**config.mk**
```make
export PLATFORM = sky130hd
export DESIGN_NAME = frame_header_receiver_fsm
export DESIGN_NICKNAME = d
export VERILOG_FILES = /design/src/rtl/fhr_pkg.sv /design/src/rtl/fhr_cfg_regs.sv /design/src/rtl/fhr_next_state.sv /design/src/rtl/frame_header_receiver_fsm.sv
export SDC_FILE = /design/constraint.sdc
export NUM_CORES = 1
export LEC_CHECK = 0
export ABC_AREA = 1
export BUFFER_PORTS_ARGS = -buffer_cell sky130_fd_sc_hd__buf_2
export CAP_MARGIN = 25
export CORE_ASPECT_RATIO = 0.75
export CORE_MARGIN = 4
export CORE_UTILIZATION = 50
export CTS_CLUSTER_SIZE = 40
export DETAILED_ROUTE_END_ITERATION = 10
export PLACE_DENSITY = 0.68
export SYNTH_ARGS = -nofsm -noshare
export SYNTH_HDL_FRONTEND = slang
export SYNTH_HIERARCHICAL = 1
export SYNTH_SLANG_ARGS = --single-unit
export TNS_END_PERCENT = 100
```
**constraint.sdc**
```tcl
create_clock -name clk -period 2.75 [get_ports clk]
set_input_delay 0.1375 -clock clk [delete_from_list [all_inputs] [get_ports clk]]
set_output_delay 0.1375 -clock clk [all_outputs]
set_load 0.01 [all_outputs]
```
**src/rtl/fhr_pkg.sv**
```systemverilog
`timescale 1ns / 1ps
// Shared types, constants and the state code helper function of the frame header receiver.
package fhr_pkg;

    localparam int BYTE_W = 8;
    localparam int CODE_W = 3;
    localparam int CFG_IDX_W = 3;

    // Register indexes of the configuration port.
    localparam logic [CFG_IDX_W-1:0] REG_FLAG_BYTE      = 3'd0;
    localparam logic [CFG_IDX_W-1:0] REG_ADDR_SENDER    = 3'd1;
    localparam logic [CFG_IDX_W-1:0] REG_ADDR_RECEIVER  = 3'd2;
    localparam logic [CFG_IDX_W-1:0] REG_CTRL_SET       = 3'd3;
    localparam logic [CFG_IDX_W-1:0] REG_CTRL_UA        = 3'd4;
    localparam logic [CFG_IDX_W-1:0] REG_CTRL_DISC      = 3'd5;
    localparam logic [CFG_IDX_W-1:0] REG_CTRL_INFO_ZERO = 3'd6;
    localparam logic [CFG_IDX_W-1:0] REG_CTRL_INFO_ONE  = 3'd7;

    // Fixed control codes of the supervisory rule set.
    localparam logic [BYTE_W-1:0] CTRL_ACCEPT_HI = 8'h85;
    localparam logic [BYTE_W-1:0] CTRL_ACCEPT_LO = 8'h05;
    localparam logic [BYTE_W-1:0] CTRL_REJECT_LO = 8'h01;
    localparam logic [BYTE_W-1:0] CTRL_REJECT_HI = 8'h81;

    // Reported state codes.
    localparam logic [CODE_W-1:0] CODE_START = 3'd0;
    localparam logic [CODE_W-1:0] CODE_FLAG  = 3'd1;
    localparam logic [CODE_W-1:0] CODE_ADDR  = 3'd2;
    localparam logic [CODE_W-1:0] CODE_CTRL  = 3'd3;
    localparam logic [CODE_W-1:0] CODE_INFO  = 3'd4;
    localparam logic [CODE_W-1:0] CODE_REJ   = 3'd5;
    localparam logic [CODE_W-1:0] CODE_HDR   = 3'd6;
    localparam logic [CODE_W-1:0] CODE_DONE  = 3'd7;

    typedef enum logic [7:0] {
        ST_START = 8'b0000_0001,
        ST_FLAG  = 8'b0000_0010,
        ST_ADDR  = 8'b0000_0100,
        ST_CTRL  = 8'b0000_1000,
        ST_INFO  = 8'b0001_0000,
        ST_REJ   = 8'b0010_0000,
        ST_HDR   = 8'b0100_0000,
        ST_DONE  = 8'b1000_0000
    } fsm_state_t;

    typedef struct packed {
        logic [BYTE_W-1:0] flag_byte;
        logic [BYTE_W-1:0] addr_sender;
        logic [BYTE_W-1:0] addr_receiver;
        logic [BYTE_W-1:0] ctrl_set;
        logic [BYTE_W-1:0] ctrl_ua;
        logic [BYTE_W-1:0] ctrl_disc;
        logic [BYTE_W-1:0] ctrl_info_zero;
        logic [BYTE_W-1:0] ctrl_info_one;
    } cfg_t;

    localparam cfg_t CFG_RESET = '{
        flag_byte:      8'h7E,
        addr_sender:    8'h03,
        addr_receiver:  8'h01,
        ctrl_set:       8'h03,
        ctrl_ua:        8'h07,
        ctrl_disc:      8'h0B,
        ctrl_info_zero: 8'h00,
        ctrl_info_one:  8'h40
    };

    function automatic logic [CODE_W-1:0] state_code(input fsm_state_t s);
        logic [CODE_W-1:0] code;
        unique case (s)
            ST_START: code = CODE_START;
            ST_FLAG:  code = CODE_FLAG;
            ST_ADDR:  code = CODE_ADDR;
            ST_CTRL:  code = CODE_CTRL;
            ST_INFO:  code = CODE_INFO;
            ST_REJ:   code = CODE_REJ;
            ST_HDR:   code = CODE_HDR;
            ST_DONE:  code = CODE_DONE;
            default:  code = CODE_START;
        endcase
        return code;
    endfunction

endpackage

```
**src/rtl/fhr_cfg_regs.sv**
```systemverilog
`timescale 1ns / 1ps
// Configuration register file of the frame header receiver.
module fhr_cfg_regs
    import fhr_pkg::*;
(
    input  logic                 clk,
    input  logic                 rst_n,
    input  logic                 cfg_we,
    input  logic [CFG_IDX_W-1:0] cfg_index,
    input  logic [BYTE_W-1:0]    cfg_data,
    output cfg_t                 cfg
);

    cfg_t cfg_reg;

    always_ff @(posedge clk or negedge rst_n)
    begin
        if (!rst_n)
        begin
            cfg_reg <= CFG_RESET;
        end
        else if (cfg_we)
        begin
            unique case (cfg_index)
                REG_FLAG_BYTE:      cfg_reg.flag_byte      <= cfg_data;
                REG_ADDR_SENDER:    cfg_reg.addr_sender    <= cfg_data;
                REG_ADDR_RECEIVER:  cfg_reg.addr_receiver  <= cfg_data;
                REG_CTRL_SET:       cfg_reg.ctrl_set       <= cfg_data;
                REG_CTRL_UA:        cfg_reg.ctrl_ua        <= cfg_data;
                REG_CTRL_DISC:      cfg_reg.ctrl_disc      <= cfg_data;
                REG_CTRL_INFO_ZERO: cfg_reg.ctrl_info_zero <= cfg_data;
                REG_CTRL_INFO_ONE:  cfg_reg.ctrl_info_one  <= cfg_data;
                default:            cfg_reg <= cfg_reg;
            endcase
        end
    end

    assign cfg = cfg_reg;

endmodule

```
**src/rtl/fhr_next_state.sv**
```systemverilog
`timescale 1ns / 1ps
// Next-state and capture logic of the frame header state machine.
module fhr_next_state
    import fhr_pkg::*;
(
    input  cfg_t              cfg,
    input  fsm_state_t        state,
    input  logic [BYTE_W-1:0] addr_store,
    input  logic [BYTE_W-1:0] ctrl_store,
    input  logic [BYTE_W-1:0] rx_byte,
    input  logic              frame_kind,
    input  logic              restart,
    output fsm_state_t        state_next,
    output logic [BYTE_W-1:0] addr_next,
    output logic [BYTE_W-1:0] ctrl_next
);

    logic is_flag;
    logic is_addr;
    logic is_info_ctrl;
    logic is_super_ok;
    logic is_super_rej;
    logic is_header;

    always_comb
    begin
        is_flag      = (rx_byte == cfg.flag_byte);
        is_addr      = (rx_byte == cfg.addr_sender) || (rx_byte == cfg.addr_receiver);
        is_info_ctrl = (rx_byte == cfg.ctrl_info_zero) || (rx_byte == cfg.ctrl_info_one);
        is_super_ok  = (rx_byte == cfg.ctrl_ua) || (rx_byte == cfg.ctrl_set)
                    || (rx_byte == cfg.ctrl_disc) || (rx_byte == CTRL_ACCEPT_HI)
                    || (rx_byte == CTRL_ACCEPT_LO);
        is_super_rej = (rx_byte == CTRL_REJECT_LO) || (rx_byte == CTRL_REJECT_HI);
        is_header    = (rx_byte == (addr_store ^ ctrl_store));

        state_next = state;
        addr_next  = addr_store;
        ctrl_next  = ctrl_store;

        if (restart)
        begin
            state_next = ST_START;
        end
        else
        begin
            unique case (state)
                ST_START:
                begin
                    state_next = is_flag ? ST_FLAG : ST_START;
                end
                ST_FLAG:
                begin
                    if (is_addr)
                    begin
                        addr_next  = rx_byte;
                        state_next = ST_ADDR;
                    end
                    else
                    begin
                        state_next = is_flag ? ST_FLAG : ST_START;
                    end
                end
                ST_ADDR:
                begin
                    // The supervisory rule set checks its own codes first; the
                    // flag takes priority over the information codes in both modes.
                    if (!frame_kind && is_super_ok)
                    begin
                        ctrl_next  = rx_byte;
                        state_next = ST_CTRL;
                    end
                    else if (!frame_kind && is_super_rej)
                    begin
                        ctrl_next  = rx_byte;
                        state_next = ST_REJ;
                    end
                    else if (is_flag)
                    begin
                        state_next = ST_FLAG;
                    end
                    else if (is_info_ctrl)
                    begin
                        ctrl_next  = rx_byte;
                        state_next = ST_INFO;
                    end
                    else
                    begin
                        state_next = ST_START;
                    end
                end
                ST_CTRL, ST_INFO:
                begin
                    // A header state of the other rule set holds its place.
                    if ((state == ST_CTRL) == !frame_kind)
                    begin
                        if (is_header)
                        begin
                            state_next = ST_HDR;
                        end
                        else
                        begin
                            state_next = is_flag ? ST_FLAG : ST_START;
                        end
                    end
                end
                ST_HDR:
                begin
                    if (is_flag)
                    begin
                        state_next = ST_DONE;
                    end
                    else
                    begin
                        state_next = frame_kind ? ST_HDR : ST_START;
                    end
                end
                ST_REJ, ST_DONE:
                begin
                    state_next = state;
                end
                default:
                begin
                    state_next = ST_START;
                end
            endcase
        end
    end

endmodule

```
**src/rtl/frame_header_receiver_fsm.sv**
```systemverilog
`timescale 1ns / 1ps
// Top level of the frame header receiver with input and result registers.
// A request passes the input register and then the result register to the output.
// Throughput is one request per cycle while the output is not stalled.
// Reset clears the valid flags, the state machine and the address and control
// stores, and loads the configuration registers with their default values.
module frame_header_receiver_fsm
    import fhr_pkg::*;
(
    input  logic                 clk,
    input  logic                 rst_n,
    input  logic                 cfg_we,
    input  logic [CFG_IDX_W-1:0] cfg_index,
    input  logic [BYTE_W-1:0]    cfg_data,
    input  logic                 s_axis_tvalid,
    output logic                 s_axis_tready,
    input  logic [7:0]           s_axis_tdata,   // [7:0] rx_byte
    input  logic [1:0]           s_axis_tuser,   // [0] frame_kind, [1] restart
    output logic                 m_axis_tvalid,
    input  logic                 m_axis_tready,
    output logic [23:0]          m_axis_tdata    // [2:0] frame_state, [10:3] seen_address,
                                                 // [18:11] seen_control, [23:19] zero
);

    cfg_t              cfg;
    logic              in_valid_reg;
    logic [BYTE_W-1:0] in_byte_reg;
    logic              in_kind_reg;
    logic              in_restart_reg;
    logic              out_valid_reg;
    logic [CODE_W-1:0] out_code_reg;
    fsm_state_t        state_reg;
    fsm_state_t        state_next;
    logic [BYTE_W-1:0] addr_reg;
    logic [BYTE_W-1:0] addr_next;
    logic [BYTE_W-1:0] ctrl_reg;
    logic [BYTE_W-1:0] ctrl_next;
    logic              advance;
    logic              step;

    fhr_cfg_regs u_cfg_regs (
        .clk       (clk),
        .rst_n     (rst_n),
        .cfg_we    (cfg_we),
        .cfg_index (cfg_index),
        .cfg_data  (cfg_data),
        .cfg       (cfg)
    );

    fhr_next_state u_next_state (
        .cfg        (cfg),
        .state      (state_reg),
        .addr_store (addr_reg),
        .ctrl_store (ctrl_reg),
        .rx_byte    (in_byte_reg),
        .frame_kind (in_kind_reg),
        .restart    (in_restart_reg),
        .state_next (state_next),
        .addr_next  (addr_next),
        .ctrl_next  (ctrl_next)
    );

    assign advance       = !out_valid_reg || m_axis_tready;
    assign step          = in_valid_reg && advance;
    assign s_axis_tready = !in_valid_reg || advance;

    always_ff @(posedge clk or negedge rst_n)
    begin
        if (!rst_n)
        begin
            in_valid_reg <= 1'b0;
        end
        else if (s_axis_tready)
        begin
            in_valid_reg <= s_axis_tvalid;
        end
    end

    always_ff @(posedge clk)
    begin
        if (s_axis_tready && s_axis_tvalid)
        begin
            in_byte_reg    <= s_axis_tdata;
            in_kind_reg    <= s_axis_tuser[0];
            in_restart_reg <= s_axis_tuser[1];
        end
    end

    always_ff @(posedge clk or negedge rst_n)
    begin
        if (!rst_n)
        begin
            state_reg     <= ST_START;
            addr_reg      <= '0;
            ctrl_reg      <= '0;
            out_valid_reg <= 1'b0;
        end
        else
        begin
            if (step)
            begin
                state_reg <= state_next;
                addr_reg  <= addr_next;
                ctrl_reg  <= ctrl_next;
            end
            if (advance)
            begin
                out_valid_reg <= in_valid_reg;
            end
        end
    end

    always_ff @(posedge clk)
    begin
        if (step)
        begin
            out_code_reg <= state_code(state_next);
        end
    end

    // The stores themselves are the captured address and control of the result.
    assign m_axis_tvalid = out_valid_reg;
    assign m_axis_tdata  = {5'b0, ctrl_reg, addr_reg, out_code_reg};

endmodule

```
-- Word-level counts from Yosys, hierarchy flattened
Cells that the tools add are included.
- equality and inequality tests: 37
- muxes and demuxes: 17
- bitwise operators: 2
- reductions and logical operators: 30
- operators by type and width (operator ; number):
    $mux 8 ; 12
    $eq 8x8->1 ; 9
    $pmux 8 s6 ; 1
    $eq 8x8->1 const B ; 4
    $eq 8x3->1 const B ; 3
    $pmux 3 s7 ; 1
    $eq 8x1->1 const B ; 2
    $eq 8x2->1 const B ; 2
    $eq 8x4->1 const B ; 2
    $eq 8x5->1 const B ; 2
    $eq 8x6->1 const B ; 2
    $eq 8x7->1 const B ; 2
    $reduce_and 2->1 ; 8
    $eq 3x3->1 const B ; 4
    $logic_or 1x1->1 ; 9
    $xor 8x8->8 ; 1
    $mux 7 ; 1
    $eq 3x2->1 const B ; 2
    $mux 5 ; 1
    $reduce_and 5->1 ; 1
    $logic_and 1x1->1 ; 4
    $reduce_and 4->1 ; 1
    $reduce_or 2->1 ; 2
    $eq 3x1->1 const B ; 1
    other kinds (7) ; 9
- flip-flop bits (word level): 103
- bits of input ports: 26
- output and inout port bits: 26
- logic and storage cells: 103

-- Depth between registers and ports, before layout
Gate-level depths: netlist of the first run.
- word-level depth: 11
- gate-level depth with buffers: 19

-- Hierarchy
Netlist of the first run, hierarchy kept.
- by module, submodules not included (module ; instances ; cells an instance ; area each (µm²) ; seq. area each (µm²)):
    fhr_cfg_regs ; 1 ; 295 ; 2691.3 ; 1624.1
    fhr_next_state ; 1 ; 421 ; 2093.3 ; 0.0
    frame_header_receiver_fsm ; 1 ; 165 ; 1582.8 ; 1042.2

-- Worst setup path before layout of the first run
No wires, ideal clock.
- path type: register -> register
- start point: register state_reg[0]
- end point: register out_code_reg[0] (data pin)
- setup time: 254 ps
- arrival time: 1883 ps
- data required time: 2496 ps
- setup slack: 613 ps
- stages on the path, launching flop included: 15
- path buffers: 0
- period minus slack after synthesis: 2137 ps
- cells stage by stage: dfstp_2 > inv_1 > nand2_1 > nor3_1 > nand2_1 > nand2_1 > and2_1 > o22ai_2 > nand2_1 > a21oi_1 > nor2_2 > nand2_2 > nor2_2 > nor2_1 > nand2_1
- word-level cells in the longest chain between the ends: 7
- elaborated cells on any way between the ends: 22
- RTL lines (what ; line ; source):
    start: declaration ; frame_header_receiver_fsm.sv:32 ; fsm_state_t state_reg;
    start signal: assignment ; frame_header_receiver_fsm.sv:102 ; state_reg <= state_next;
    $eq 8x4->1 ; fhr_next_state.sv:46, fhr_next_state.sv:94 ;
    $eq 1x1->1 ; fhr_next_state.sv:94 ; if ((state == ST_CTRL) == !frame_kind)
    $mux 8 ; fhr_next_state.sv:94 ;
    $pmux 8 s6 * ; fhr_next_state.sv:46 ; unique case (state)
    $mux 8 * ; fhr_next_state.sv:40 ; if (restart)
    via state_next[4] ; frame_header_receiver_fsm.sv:33 ; fsm_state_t state_next;
    $eq 8x8->1, or another cell as far along ; fhr_pkg.sv:70 ; unique case (s)
    $pmux 3 s7 * ; fhr_pkg.sv:70 ;
    end signal: assignment ; frame_header_receiver_fsm.sv:117 ; out_code_reg <= state_code(state_next);
    end: declaration ; frame_header_receiver_fsm.sv:31 ; logic [CODE_W-1:0] out_code_reg;
The timed path passes the listed nets; every way through them passes the cells marked *.
A chain may end at the register's enable or synchronous reset.

-- Worst setup path in the final report of the first run
- start point: register state_reg[3]
- end point: register out_code_reg[1] (data pin)
The elaborated chain is that of the path after synthesis.

==> metrics.txt, run 1 <==
outcome=complete, no violations; Hold Path Class=in -> reg; Worst slew margin=0.464; Syn-to-layout area delta=11.1%; Synth Warn #=6; hold slack=around 38 ps; largest family of logic cells by synthesized area=simple AND/OR/NAND/NOR gates; initial core utilization=0.516; leading area contributor after synthesis=dfrtp_1; grt ovf=0; post-route ant nets=0; Yosys cell types=36; Clock Skew=around 12 ps; PD cells=roughly 580 nW/µm²; Synth Flop Type=dfrtp_1; die width=about 140 µm; part of the cycle the worst path needs=0.936; CTS tree=done; fin cells=roughly 1100; final wirelength=16700 µm; largest net degree at the start of global routing=59; Post-Synth Simple-Gate Area=0.399; Seq/Total Area, Yosys=0.419; CTS root buffer=clkbuf_16; Seq cells post-synth=a little over 100; H-tree level count=3; I/O Pins=52; max reg flops=64; fin crit period=2570 ps; Async SR Flop Fraction=0.874; clock latency on the worst-skew pair=360 ps; fmax=~390 MHz; kind of critical path=reg -> reg; Post-Synth Adder-Cell Area=0; synthesized area=between 6000 and 7000 µm²; Placed Instances=between 1000 and 1500; via count=about 5700; Final Slew Violations=0; Row Count=35; overall routing resource usage=0.233; # setup viols final=0; Core Area=about 12000 µm²; multi-input logic area=just over 3000 µm²; Slew @ Worst Pin=roughly 800 ps; Die Area=about 15000 µm²; Hold Path Depth=4; die height=106 µm; Hold Vio Cnt, Final=0; first-pass GRT wire length=27400 µm; mux contribution to synthesized area=0; CP Launch Type=register; CTS sink cnt=a little over 100; GPL Wtd Cong=0.925; hold worst-path end=m_axis_tvalid$_DFFE_PN0P_; CP endpoint kind=register; Clock Path Buffers=2; cell area after layout=around 7100 µm²; # diodes=0; CTS Buf Count=9; wire per inst=around 15 µm; layout cells sized above 1=0.165; Post-Synth XOR/XNOR Area=0.0562; nets=between 900 and 1000; R2R Path End=out_code_reg[1]$_DFFE_PP_; Worst Path Arrival=between 2000 and 3000 ps; worst vdd ir=a little under 400 µV; worst-path fanout max=8; Port Buf Inserts=between 40 and 50; FF+latch area=2670 µm²; Area after DPL=about 6600 µm²; synthesized area per cell=between 7 and 8 µm²; Synth Area in Compound Gates=0.0246; Fillers=roughly 1200; initial antenna violation count=0; worst r2r src=state_reg[3]$_DFFE_PN0P_; cells taking the most area after synthesis=dfrtp_1 28%, nand2_1 25%, dfstp_2 7.8%; Hold Crit Start=m_axis_tready; via/cell ratio=between 5 and 6; reg2reg setup slack=between 150 and 200 ps; vias in the first global route=5187; Clock Pin Slew Worst Setup and Hold Paths=80 ps; detailed placement HPWL=between 10000 and 15000 µm; top-area cell type share of the netlist area=0.279; max-cap violation count=0; P_leak=around 3.7 nW; drt pass-1 iters=5; detailed-route DRC error count=0; EDFF count, synth=13; Critical Path RT=slightly below 3000 ps; gate count of the mapped netlist=between 800 and 900; worst r2r path cells=13; DRT iter0 DRCs=around 500
==> Yosys cell counts, types with 8 or more instances <==
library cell	number
edfxtp_1	13
dfrtp_1	71
bufbuf_8	8
nor2_1	65
dfstp_2	19
nand2_2	14
nand2_1	426
xor2_1	12
nand3_1	57
xnor2_1	27
buf_4	11
inv_1	70
nand4_1	11
nor2_2	11
==> worst max-delay path: stages (launching register included) <==
cell and delay, ps:
dfrtp_1 430, nor2_1 160, inv_1 100, nor4_1 500, nor2_1 90, nand3_1 90, nand2_1 180, inv_1 100
nand4_1 230, nor2_4 230, nand2_2 90, nor2_1 80, o21ai_1 100, nand2_1 80
==> what timing repair did <==
action | CTS | global route
hold buffers | 12 | 0
setup endpoints to repair | 0 | 3
resized for setup | 0 | 4
buffers inserted | 0 | 8
hold endpoints to repair | 38 | 0
==> metal layers <==
layer	up-vias	GRT usage	wire length (µm)
li1	2814	-	-
met1	2646	0.344	7940
met2	182	0.354	7330
met3	15	0.0512	1220
met4	0	0.0487	194
met5	-	0	0
==> placed cells by master, fill, tap and decap left out, types with 5 or more instances in the layout <==
master and n:
nand3_1 57, o21ai_2 5, nand2_1 426, edfxtp_1 13, buf_4 23, clkbuf_16 9, conb_1 5, xor2_1 12
dlygate4sd3_1 12, xnor2_1 27, nand2_2 14, inv_2 7, nor2_4 6, inv_1 70, nor2_1 64, nor2_2 11
o21ai_1 6, o21ai_0 7, a21oi_1 5, nand4_1 11, dfrtp_1 71, buf_2 45, dfstp_2 19
==> cell families (layout without fill, tap and decap cells) <==
logic type	Yosys count	in the layout
simple gates	603	603
buf+inv	108	174
flops	103	103
xor+xnor	40	40
compound gates	26	26
other cells	1	5
==> stage by stage <==
stage	worst slack [ps]	total power, W	TNS, ps	utilization
after floorplan	613	0.00259	0	-
after global placement	237	0.00279	0	0.534
after detailed placement	164	0.00281	0	0.534
after CTS	147	0.00410	0	0.567
after global routing	-4.66	0.00432	-7.25	0.573
final	176	0.00409	0	0.573
==> how the worst max path moves through the flow <==
stage | slack (ps) | endpoint | start | cells past startpoint
floorplan | 610 | out_code_reg[0]$_DFFE_PP_ | state_reg[0]$_DFFE_PN1P_ | 14
global placement | 240 | out_code_reg[1]$_DFFE_PP_ | in_byte_reg[2]$_DFFE_PP_ | 16
detailed placement | 160 | out_code_reg[0]$_DFFE_PP_ | in_byte_reg[2]$_DFFE_PP_ | 13
CTS | 150 | out_code_reg[1]$_DFFE_PP_ | in_byte_reg[2]$_DFFE_PP_ | 16
global route | -5 | out_code_reg[2]$_DFFE_PP_ | state_reg[1]$_DFFE_PN0P_ | 15
finish | 180 | out_code_reg[1]$_DFFE_PP_ | state_reg[3]$_DFFE_PN0P_ | 13
==> where the power goes <==
part	switching, W	total, W	internal (W)
Clock	0.000627	0.00126	0.000636
Combinational	0.000533	0.000862	0.000329
Sequential	0.000171	0.00196	0.00179
Total	0.00133	0.00409	0.00275
==> layout make-up <==
cell class              instances  share of cell area
clock inverters                 7             0.00866
inverters                      77              0.0408
flip-flops and latches        103               0.377
well taps                     166              0.0294
multi-input cells             674               0.436
clock buffers                   9              0.0318
repair buffers                 81              0.0760
Power figures use the tool's default switching activity.
==> run 2: changes to the inputs <==
--- a/config.mk
+++ b/config.mk
@@ -14,6 +14,7 @@
 export CTS_CLUSTER_SIZE = 40
 export DETAILED_ROUTE_END_ITERATION = 10
 export PLACE_DENSITY = 0.68
+export SKIP_LAST_GASP = 1
 export SYNTH_ARGS = -nofsm -noshare
 export SYNTH_HDL_FRONTEND = slang
 export SYNTH_HIERARCHICAL = 1
==> constraint.sdc (replaced) <==
create_clock -name clk -period 2.46 [get_ports clk]
set_input_delay 0.123 -clock clk [delete_from_list [all_inputs] [get_ports clk]]
set_output_delay 0.123 -clock clk [all_outputs]
set_load 0.01 [all_outputs]
==> metrics.txt, run 2 (same netlist as run 1, synthesis figures left out) <==
Core Area=around 12000 µm²; CTS sink cnt=103; slowest stage delay, CP=approximately 440 ps; Final Slew Violations=0; Clock Skew=between 6 and 7 ps; Final Core Density=0.603; wire per inst=between 15 and 20 µm; first-pass GRT wire length=around 28000 µm; CP Launch Type=register; layout cells sized above 1=0.219; Port Buf Inserts=46; DRT iter0 DRCs=about 500; clock latency on the worst-skew pair=350 ps; PD cells=~620 nW/µm²; Hold Path Class=in -> reg; P_leak=roughly 4 nW; CTS root buffer=clkbuf_16; drt pass-1 iters=6; vias in the first global route=5346; most common cell after layout, fill and taps aside=nand2_1; initial antenna violation count=0; CTS Buf Count=9; part of the cycle the worst path needs=0.946; most frequent cell on the critical path=nor2_1; nets=about 1000; Slowest cell on crit path=dfrtp_1; Critical Path RT=~2700 ps; # diodes=0; Clock Pin Slew Worst Setup and Hold Paths=roughly 70 ps; H-tree level count=3; GPL Wtd Cong=roughly 0.91; Hold Vio Cnt, Final=0; post-route ant nets=0; total negative slack=0 ps; overall routing resource usage=0.241; detailed-route DRC error count=0; grt ovf=0; routed wire length on met3=around 1500 µm; RSZ-0062 raised after global routing=yes; worst-path fanout max=8; kind of critical path=reg -> reg; Worst slew margin=0.508; max reg flops=64; outcome=complete, no violations; Fillers=1133; die width=roughly 140 µm; Row Count=35; I/O Pins=52; die height=roughly 110 µm; Die Area=roughly 15000 µm²; Area after DPL=slightly below 7000 µm²; fin crit period=2330 ps; cell area after layout=7440 µm²; initial core utilization=0.516; met2 wire length=roughly 7600 µm; highest routed layer=met4; detailed placement HPWL=approximately 12000 µm; post-route met1 wirelength=just over 8000 µm; worst vdd ir=around 420 µV; final wirelength=about 17000 µm; Worst Path Arrival=around 2600 ps; via count=slightly below 6000; Slew @ Worst Pin=between 700 and 800 ps; # setup viols final=0; Syn-to-layout area delta=16.9%; largest net degree at the start of global routing=46; Clock Path Buffers=2; via/cell ratio=5.11; worst-path cell chain=nor2_4, nand2_2, inv_1, nand4_1, nand2_1, nor2_1, nand3_1, nand2_4, inv_1, nand4_1, buf_4, nor2_1, nand2_1, nor2_1, nor2_1, nand2_1; CP endpoint kind=register; fmax=approximately 430 MHz; Critical path buffers and inverters=3; CTS tree=done; CP top delay family=simple AND/OR/NAND/NOR gates; most frequent cells in the layout=419 x nand2_1, 71 x dfrtp_1, 66 x inv_1; max-cap violation count=0
run 2: cell count changes in the layout (fill, tap and decap cells not counted), moves of 4 or more:
| cell | before | now |
|---|---|---|
| buf_4 | 23 | 41 |
| nor2_1 | 64 | 54 |
| nand2_1 | 426 | 419 |
| nor2_2 | 11 | 18 |
| buf_6 | 0 | 6 |
| nand2_2 | 14 | 20 |
| a21oi_1 | 5 | 1 |
| inv_1 | 70 | 66 |
run 2: power breakdown:
part	internal [W]	switching (W)
Clock	0.000704	0.000688
Combinational	0.000413	0.000643
Sequential	0.00200	0.000187
Total	0.00312	0.00152
run 2: layer usage:
metal | up-vias | GRT usage
li1 | 2872 | -
met1 | 2726 | 0.356
met2 | 222 | 0.362
met3 | 23 | 0.0485
met4 | 0 | 0.0635
met5 | - | 0
run 2: final timing paths:
| kind | from | end | slack [ps] | cells past startpoint |
|---|---|---|---|---|
| worst max register to register | state_reg[5]$_DFFE_PN0P_ | out_code_reg[0]$_DFFE_PP_ | 130 | 16 |
| min in group asynchronous | rst_n | u_cfg_regs/cfg[34]$_DFFE_PN0P_ | 330 | 2 |
| worst min register to register | u_cfg_regs/cfg[60]$_DFFE_PN1P_ | u_cfg_regs/cfg[60]$_DFFE_PN1P_ | 480 | 2 |
| max in group asynchronous | rst_n | u_cfg_regs/cfg[19]$_DFFE_PN1P_ | 1420 | 3 |
| worst min-delay path | m_axis_tready | m_axis_tvalid$_DFFE_PN0P_ | 40 | 4 |
| worst max-delay path | state_reg[5]$_DFFE_PN0P_ | out_code_reg[0]$_DFFE_PP_ | 130 | 16 |
run 2: worst register-to-register path, stage by stage, from the launching register on:
cell     delay, ps
dfrtp_1        440
nor2_4         150
nand2_2        120
inv_1          110
nand4_1        190
nand2_1        130
nor2_1          50
nand3_1        120
nand2_4        120
inv_1           80
nand4_1        180
buf_4          190
nor2_1          90
nand2_1         50
nor2_1          80
nor2_1          40
nand2_1         60
run 2: layout make-up:
| class | count | area [µm²] | area share |
|---|---|---|---|
| Multi-Input combinational cell | 674 | 3210 | 0.432 |
| Inverter | 77 | 295 | 0.0397 |
| Clock inverter | 6 | 52.6 | 0.00706 |
| Tap cell | 166 | 208 | 0.0279 |
| Clock buffer | 10 | 229 | 0.0308 |
| Sequential cell | 103 | 2670 | 0.358 |
| Timing Repair Buffer | 107 | 781 | 0.105 |
run 2: through the flow:
step | cells | total power [W] | hold slack, ps | setup slack [ps]
6_report | 1143 | 0.00464 | 35.8 | 134
5_1_grt | 1143 | 0.00490 | 35.6 | -57.4
4_1_cts | 1130 | 0.00459 | 25.2 | 6.45
3_5_place_dp | 1098 | 0.00317 | 191 | -47.2
3_3_place_gp | 1098 | 0.00314 | 189 | -66.5
2_1_floorplan | 885 | 0.00290 | -173 | 323
run 2: what timing repair did:
action / 4_1_cts / 5_1_grt
hold buffers: 12 / 0
gates resized for setup: 1 / 47
pin swaps: 0 / 10
hold endpoints to repair: 47 / 0
endpoints found under the setup margin: 3 / 3
buffers inserted: 4 / 13
